==> config.mk <==
export PLATFORM = sky130hd
export DESIGN_NAME = positional_array_list_unit
export DESIGN_NICKNAME = d
export VERILOG_FILES = /design/src/rtl/pal_pkg.sv /design/src/rtl/pal_mem.sv /design/src/rtl/pal_seq.sv /design/src/rtl/positional_array_list_unit.sv
export SDC_FILE = /design/constraint.sdc
export NUM_CORES = 2
export LEC_CHECK = 0
export BUFFER_PORTS_ARGS = -buffer_cell sky130_fd_sc_hd__buf_2
export CORE_MARGIN = 2
export CORE_UTILIZATION = 56
export CTS_BUF_LIST = sky130_fd_sc_hd__clkbuf_2 sky130_fd_sc_hd__clkbuf_4 sky130_fd_sc_hd__clkbuf_8
export CTS_CLUSTER_DIAMETER = 40
export DETAILED_ROUTE_END_ITERATION = 10
export PLACE_DENSITY = 0.72
export SYNTH_ARGS = -nofsm -noshare
export SYNTH_HDL_FRONTEND = slang
export SYNTH_SLANG_ARGS = --single-unit
==> constraint.sdc <==
create_clock -name clock -period 6.2 [get_ports clock]
set_input_delay 0.62 -clock clock [delete_from_list [all_inputs] [get_ports clock]]
set_output_delay 0.62 -clock clock [all_outputs]
set_load 0.03 [all_outputs]
==> src/rtl/pal_pkg.sv <==
// Shared types and constants for the positional array list unit.
package pal_pkg;

   localparam int PAL_CAPACITY_DEF = 64;

   typedef enum logic [1:0] {
      CMD_INSERT = 2'd0,
      CMD_DELETE = 2'd1,
      CMD_SEARCH = 2'd2,
      CMD_AMEND  = 2'd3
   } pal_cmd_type;

   typedef enum logic [1:0] {
      STATUS_OK        = 2'd0,
      STATUS_BAD_POS   = 2'd1,
      STATUS_FULL      = 2'd2,
      STATUS_NOT_FOUND = 2'd3
   } pal_status_type;

   typedef enum logic [1:0] {
      ST_IDLE = 2'd0,
      ST_RUN  = 2'd1,
      ST_DONE = 2'd2
   } pal_state_type;

   typedef struct packed {
      logic [1:0]         command;
      logic [6:0]         position;
      logic signed [31:0] value;
      logic signed [31:0] new_value;
   } pal_req_type;

   typedef struct packed {
      logic [1:0] status;
      logic [6:0] found_position;
      logic [6:0] list_length;
   } pal_rsp_type;

endpackage

==> src/rtl/pal_mem.sv <==
// Entry store: one write port and one read port with registered read data.
module pal_mem
   import pal_pkg::*;
#(
   parameter int DEPTH = PAL_CAPACITY_DEF,
   parameter int AW    = $clog2(DEPTH)
) (
   input  logic          clock,
   input  logic          wr_en,
   input  logic [AW-1:0] wr_addr,
   input  logic [31:0]   wr_data,
   input  logic [AW-1:0] rd_addr,
   output logic [31:0]   rd_data
);

   logic [31:0] mem_ff [DEPTH];
   logic [31:0] rd_data_ff;

   always_ff @(posedge clock) begin
      if (wr_en) begin
         mem_ff[wr_addr] <= wr_data;
      end
      rd_data_ff <= mem_ff[rd_addr];
   end

   assign rd_data = rd_data_ff;

endmodule

==> src/rtl/pal_seq.sv <==
// Command sequencer: checks positions, streams shifts and scans through the entry store.
module pal_seq
   import pal_pkg::*;
#(
   parameter int CAPACITY = PAL_CAPACITY_DEF,
   parameter int AW       = $clog2(CAPACITY),
   parameter int CW       = $clog2(CAPACITY + 1)
) (
   input  logic          clock,
   input  logic          reset,
   input  logic          req_valid,
   input  pal_req_type   req_data,
   output logic          busy,
   input  logic          out_ready,
   output logic          res_valid,
   output pal_rsp_type   res_data,
   output logic          mem_we,
   output logic [AW-1:0] mem_waddr,
   output logic [31:0]   mem_wdata,
   output logic [AW-1:0] mem_raddr,
   input  logic [31:0]   mem_rdata
);

   // Wide enough for count, position and their sums without wrap.
   localparam int XW = ((CW > 7) ? CW : 7) + 1;

   pal_state_type  state_ff, state_in;
   pal_cmd_type    cmd_ff, cmd_in;
   pal_status_type status_ff, status_in;
   logic [6:0]     found_ff, found_in;
   logic [AW-1:0]  lo_ff, lo_in;
   logic [31:0]    val_ff, val_in;
   logic [31:0]    nval_ff, nval_in;
   logic [CW-1:0]  count_ff, count_in;
   logic [CW-1:0]  remaining_ff, remaining_in;
   logic [AW-1:0]  nxt_ff, nxt_in;
   logic           rd_pend_ff, rd_pend_in;
   logic [AW-1:0]  rd_addr_ff, rd_addr_in;

   logic [XW-1:0]  pos_x;
   logic [XW-1:0]  cnt_x;
   logic [XW-1:0]  hit_x;
   logic           issue;

   assign pos_x = XW'(req_data.position);
   assign cnt_x = XW'(count_ff);
   assign hit_x = XW'(rd_addr_ff) + XW'(1);
   assign issue = (remaining_ff != '0);

   always_ff @(posedge clock) begin
      if (reset) begin
         state_ff   <= ST_IDLE;
         count_ff   <= '0;
         rd_pend_ff <= 1'b0;
      end else begin
         state_ff   <= state_in;
         count_ff   <= count_in;
         rd_pend_ff <= rd_pend_in;
      end
      cmd_ff       <= cmd_in;
      status_ff    <= status_in;
      found_ff     <= found_in;
      lo_ff        <= lo_in;
      val_ff       <= val_in;
      nval_ff      <= nval_in;
      remaining_ff <= remaining_in;
      nxt_ff       <= nxt_in;
      rd_addr_ff   <= rd_addr_in;
   end

   always_comb begin
      state_in     = state_ff;
      cmd_in       = cmd_ff;
      status_in    = status_ff;
      found_in     = found_ff;
      lo_in        = lo_ff;
      val_in       = val_ff;
      nval_in      = nval_ff;
      count_in     = count_ff;
      remaining_in = remaining_ff;
      nxt_in       = nxt_ff;
      rd_pend_in   = 1'b0;
      rd_addr_in   = rd_addr_ff;
      mem_we       = 1'b0;
      mem_waddr    = '0;
      mem_wdata    = '0;
      mem_raddr    = nxt_ff;
      busy         = (state_ff != ST_IDLE);
      res_valid    = 1'b0;

      case (state_ff)
         ST_IDLE: begin
            if (req_valid) begin
               cmd_in    = pal_cmd_type'(req_data.command);
               val_in    = req_data.value;
               nval_in   = req_data.new_value;
               status_in = STATUS_OK;
               found_in  = '0;
               state_in  = ST_RUN;
               case (pal_cmd_type'(req_data.command))
                  CMD_INSERT: begin
                     // Position check comes before the full check.
                     if (pos_x == '0 || pos_x > cnt_x + XW'(1)) begin
                        status_in = STATUS_BAD_POS;
                        state_in  = ST_DONE;
                     end else if (cnt_x == XW'(CAPACITY)) begin
                        status_in = STATUS_FULL;
                        state_in  = ST_DONE;
                     end else begin
                        lo_in        = AW'(pos_x - XW'(1));
                        remaining_in = CW'(cnt_x - pos_x + XW'(1));
                        nxt_in       = AW'(cnt_x - XW'(1));
                     end
                  end
                  CMD_DELETE: begin
                     if (pos_x == '0 || pos_x > cnt_x) begin
                        status_in = STATUS_BAD_POS;
                        state_in  = ST_DONE;
                     end else begin
                        lo_in        = AW'(pos_x - XW'(1));
                        remaining_in = CW'(cnt_x - pos_x);
                        nxt_in       = AW'(pos_x);
                     end
                  end
                  default: begin
                     remaining_in = count_ff;
                     nxt_in       = '0;
                  end
               endcase
            end
         end

         ST_RUN: begin
            rd_pend_in = issue;
            rd_addr_in = nxt_ff;
            if (issue) begin
               remaining_in = remaining_ff - CW'(1);
               if (cmd_ff == CMD_INSERT) begin
                  nxt_in = nxt_ff - AW'(1);
               end else begin
                  nxt_in = nxt_ff + AW'(1);
               end
            end
            case (cmd_ff)
               CMD_INSERT: begin
                  if (rd_pend_ff) begin
                     mem_we    = 1'b1;
                     mem_waddr = rd_addr_ff + AW'(1);
                     mem_wdata = mem_rdata;
                  end else if (!issue) begin
                     mem_we    = 1'b1;
                     mem_waddr = lo_ff;
                     mem_wdata = val_ff;
                     count_in  = count_ff + CW'(1);
                     state_in  = ST_DONE;
                  end
               end
               CMD_DELETE: begin
                  if (rd_pend_ff) begin
                     mem_we    = 1'b1;
                     mem_waddr = rd_addr_ff - AW'(1);
                     mem_wdata = mem_rdata;
                  end else if (!issue) begin
                     count_in = count_ff - CW'(1);
                     state_in = ST_DONE;
                  end
               end
               default: begin
                  if (rd_pend_ff && mem_rdata == val_ff) begin
                     if (cmd_ff == CMD_AMEND) begin
                        mem_we    = 1'b1;
                        mem_waddr = rd_addr_ff;
                        mem_wdata = nval_ff;
                     end else begin
                        found_in = hit_x[6:0];
                     end
                     state_in = ST_DONE;
                  end else if (!rd_pend_ff && !issue) begin
                     status_in = STATUS_NOT_FOUND;
                     state_in  = ST_DONE;
                  end
               end
            endcase
         end

         ST_DONE: begin
            res_valid = 1'b1;
            if (out_ready) begin
               state_in = ST_IDLE;
            end
         end

         default: begin
            state_in = ST_IDLE;
         end
      endcase
   end

   assign res_data.status         = status_ff;
   assign res_data.found_position = found_ff;
   assign res_data.list_length    = cnt_x[6:0];

endmodule

==> src/rtl/positional_array_list_unit.sv <==
// Top level of the positional array list unit: sequencer, entry store and result register.
// Throughput: one command at a time; the next is taken only after the previous result has
// entered the result register, and the entry store's one read and one write port move or
// compare one entry per cycle.
// Reset (synchronous, active high) empties the list; entries are not cleared and need none.
module positional_array_list_unit
   import pal_pkg::*;
#(
   parameter int CAPACITY = PAL_CAPACITY_DEF
) (
   input  logic        clock,
   input  logic        reset,
   input  logic        req_valid,
   output logic        req_stall,
   input  pal_req_type req_data,
   output logic        rsp_valid,
   input  logic        rsp_stall,
   output pal_rsp_type rsp_data
);

   localparam int AW = $clog2(CAPACITY);
   localparam int CW = $clog2(CAPACITY + 1);

   logic          busy;
   logic          res_valid;
   pal_rsp_type   res_data;
   logic          out_ready;
   logic          mem_we;
   logic [AW-1:0] mem_waddr;
   logic [31:0]   mem_wdata;
   logic [AW-1:0] mem_raddr;
   logic [31:0]   mem_rdata;

   logic          rsp_valid_ff, rsp_valid_in;
   pal_rsp_type   rsp_data_ff, rsp_data_in;

   // The sequencer takes a new transfer whenever it is idle, even while the
   // previous result still sits in the output register waiting to be taken.
   assign req_stall = busy;

   pal_seq #(
      .CAPACITY (CAPACITY),
      .AW       (AW),
      .CW       (CW)
   ) u_seq (
      .clock     (clock),
      .reset     (reset),
      .req_valid (req_valid),
      .req_data  (req_data),
      .busy      (busy),
      .out_ready (out_ready),
      .res_valid (res_valid),
      .res_data  (res_data),
      .mem_we    (mem_we),
      .mem_waddr (mem_waddr),
      .mem_wdata (mem_wdata),
      .mem_raddr (mem_raddr),
      .mem_rdata (mem_rdata)
   );

   // Entry store: a shift writes each entry that it read into the neighbouring slot
   // while later reads go on, so the two ports never touch the same entry at once.
   pal_mem #(
      .DEPTH (CAPACITY),
      .AW    (AW)
   ) u_mem (
      .clock   (clock),
      .wr_en   (mem_we),
      .wr_addr (mem_waddr),
      .wr_data (mem_wdata),
      .rd_addr (mem_raddr),
      .rd_data (mem_rdata)
   );

   // Output register: it can take a new result when empty or when its
   // current result leaves in this cycle.
   assign out_ready = !rsp_valid_ff || !rsp_stall;

   always_comb begin
      rsp_valid_in = rsp_valid_ff;
      rsp_data_in  = rsp_data_ff;
      if (out_ready) begin
         rsp_valid_in = res_valid;
         if (res_valid) begin
            rsp_data_in = res_data;
         end
      end
   end

   always_ff @(posedge clock) begin
      if (reset) begin
         rsp_valid_ff <= 1'b0;
      end else begin
         rsp_valid_ff <= rsp_valid_in;
      end
      rsp_data_ff <= rsp_data_in;
   end

   assign rsp_valid = rsp_valid_ff;
   assign rsp_data  = rsp_data_ff;

endmodule
==> impl_metrics.ini <==
[clock_tree]
post_cts_setup_repair_buffer_count = 0
postCtsResizedCells = 0
cts_root_buf = clkbuf_8
cts_tree = built
clk_latency_ns = 1.06
htreeDepth = 5
cts_made_buffers = 365
clk_transition_reported_paths_ns = 0.06
cts.path.max_buffers = 4
clock_sink_count = 2207

[synthesis]
synth_ff_type = edfxtp_1
synth.cell_area_um2 = 85700
synthArstFlopShare = 0
fraction_of_the_yosys_area_taken_by_sequential_cells = 0.769
yosys.cell_types.count = 69
synth-simple-area-share = 0.0173
synthAdderAreaFrac = 0.00538
synthesis.area_per_instance_um2 = 23.2
synth_top_family_by_area = multiplexers
yosysWarningCount = 0
synthesized_area_fraction_occupied_by_ao_oa_aoi_and_oai_cells = 0.0135
post_synth_xor_area_fraction = 0.00726
synth_seq_cells = 2207
synth_edf_count = 2164
synth_nets = 3808
synthCells = 3696
synth.area.mux_share = 0.177

[sta]
maxClockFrequency_mhz = 199
setup_repair_after_global_routing_missed_its_margin = false
finalCritPeriodShare = 0.811
report.final.setup_viol = 0
slew_headroom = 0.143
finalWorstPathRequiredPeriod_ns = 5.03
finalHoldViolations = 0
report.final.slew_viol_count = 0
clock_skew_ns = 0.0731
worst_slew_pin_slew_ns = 1.28
setup-tns-final_ns = 0

[critical_path]
timing.critical_path.from_type = register
worst-path-max-fanout = 21
slowest_delay_ns = 1.00
setup.worst_path.end_class = register
critical_path.cell_chain = inv_1, ha_1, or3b_1, nor4_1, nand3_1, a221o_1, o31a_1, nand4b_1, nor3_4, buf_12
worst_path_dominant_cell_family = simple AND/OR/NAND/NOR gates
worst_ep_arrival_time_ns = 5.71
worst-setup-path-type = reg -> reg
worst_path_max_delay_cell = nor3_4
path_buf_inv = 2
timing.critical_path.required_ns = 6.88

[finish]
layout.cell_area.non_filler_um2 = 97700
layoutNonFillerInstCount = 6504
final_core_util = 0.643
multiInputGateArea_um2 = 19600
flow.area_growth_from_synthesis_pct = 14.0
fillers = 9670
register_area_um2 = 65800
final_nets = 4325
most_frequent_cells_in_the_layout = 2,164 x edfxtp_1, 661 x mux4_2, 373 x clkbuf_8
final_layout_size_suffix_gt1_frac = 0.356
most_frequent_standard_cell_in_the_layout_excluding_fill_and_tap_cells = edfxtp_1

[global_route]
overflow = 0
all_layer_global_routing_usage = 0.267
vias_in_the_first_global_route = 41700
grt_pass1_wl_um = 296000
antenna_found_initial = 20
grt_start_max_net_pins = 109

[drt]
final_antenna_net_count = 0
drt_first_iter_violations = 5736
vias_cell = 6.47
via_count_of_the_routed_design = 42100
avgRoutedWirePerCell_um = 31.7
detailedRoute.firstPassIterationCount = 7
routed_wl_um = 206000
drt_drc_violations_left = 0

[place]
cell_count_post_placement = 5806
io_buffer_count = 94
finalWeightedCongestion = 0.892
dp.final_hpwl_um = 121000
post_dp_cell_area_um2 = 90200

[floorplan]
core-area_um2 = 152000
die_w_um = 395
starting_density = 0.564
num_rows = 143
chipHeight_um = 395
top_level_ports = 95
die_area_um2 = 156000

[outcome]
outcome = completed

[pwr]
p_leak_nw = 26.4
ir_drop_uv = 289
power-per-cell-area_nw_per_um2 = 310
power.total_mw = 30.3

[hold_path]
hold_path_class = in -> reg

[job]
max_cap_viol_count = 0
## metal layers
metal  track usage  wire (um)
met1         0.406      82700
met3        0.0575      22000
met4        0.0736       4770
met2         0.398      96300
met5             0         68
## layout make-up
cell class | instances | area share
inverters | 40 | 0.00155
diodes | 7 | 0.000179
flip-flops and latches | 2207 | 0.674
clock inverters | 143 | 0.00893
repair buffers | 345 | 0.0285
well taps | 2030 | 0.0260
clock buffers | 478 | 0.0606
multi-input cells | 1254 | 0.200
## cell families after synthesis
group | after synthesis
AO/OA/AOI/OAI | 181
XOR/XNOR | 71
adder cells (fa/ha/maj) | 35
buffers and inverters | 235
flip-flops | 2207
multiplexers | 687
AND/OR/NAND/NOR | 280
## worst register-to-register path: cells and delay by family (launching register included)
family	cells	cell delay, ns
compound gates	2	0.55
fa+ha+maj	1	0.17
flops	1	0.43
buf+inv	2	0.39
simple gates	5	3.13
## through the flow
step | worst slack (ns) | hold slack (ns)
floorplan | 0.843 | 0.400
global placement | 1.44 | 0.401
detailed placement | 1.26 | 0.405
CTS | 1.22 | 0.00270
global route | 1.06 | 0.0644
finish | 1.17 | 0.0759
## state kept, by name (all words and copies together), names as in the netlist
| signal | cells |
|---|---|
| u_seq.count_ff | 7 |
| u_seq.remaining_ff | 7 |
| rsp_data | 16 |
| u_seq.lo_ff | 6 |
| u_seq.val_ff | 32 |
| u_seq.found_ff | 7 |
| u_seq.rd_addr_ff | 6 |
| u_seq.nval_ff | 32 |
| u_seq.status_ff | 2 |
| u_mem.rd_data | 32 |
| u_seq.mem_raddr | 6 |
| u_seq.rd_pend_ff | 1 |
| u_seq.cmd_ff | 2 |
| rsp_valid | 1 |
| u_mem.mem_ff | 2048 |
| u_seq.state_ff | 2 |
## power breakdown
part | total [mW] | switching, mW | internal, mW | leakage, nW
clock | 12.1 | 5.53 | 6.56 | 3.57
combinational | 1.88 | 1.06 | 0.818 | 6.47
sequential | 16.3 | 0.0860 | 16.3 | 16.4
## Yosys cell counts, types with 4 or more instances
cell type | instances | area, um^2
a21o_1 | 8 | 60.1
nor3_2 | 18 | 180
clkbuf_1 | 129 | 484
nand4_1 | 16 | 100
nand2_1 | 85 | 319
nor4_1 | 5 | 31.3
o211ai_1 | 4 | 30.0
mux4_2 | 661 | 14900
xor2_1 | 12 | 105
nor2_1 | 27 | 101
nand2b_1 | 9 | 56.3
o31ai_1 | 5 | 37.5
o22ai_1 | 8 | 50.1
o31a_1 | 4 | 35.0
a21oi_1 | 46 | 230
dfxtp_1 | 43 | 861
mux2_2 | 12 | 135
nor3_1 | 67 | 335
mux2i_1 | 14 | 140
buf_2 | 11 | 55.1
or3_1 | 5 | 31.3
ha_1 | 32 | 400
nand3_1 | 18 | 90.1
o21ai_0 | 42 | 210
xnor2_1 | 59 | 517
buf_1 | 52 | 195
a22oi_1 | 35 | 263
edfxtp_1 | 2164 | 65000
inv_1 | 40 | 150
## worst paths after layout
kind / startpoint / to / slack, ns / cells past startpoint
max reg2reg: u_seq.remaining_ff[0]$_DFFE_PP_ / u_mem.mem_ff[23][0]$_DFFE_PP_ / 1.17 / 10
min: req_data[69] / u_seq.lo_ff[5]$_DFFE_PP_ / 0.08 / 2
max: u_seq.remaining_ff[0]$_DFFE_PP_ / u_mem.mem_ff[23][0]$_DFFE_PP_ / 1.17 / 10
min reg2reg: u_seq.found_ff[0]$_SDFFCE_PN0P_ / rsp_data[7]$_DFFE_PP_ / 0.42 / 0
## timing repair
action	in CTS	in global routing
hold buffers	70	0
hold endpoints to repair	78	0
endpoints found under the setup margin	0	0
Power figures use the tool's default switching activity.
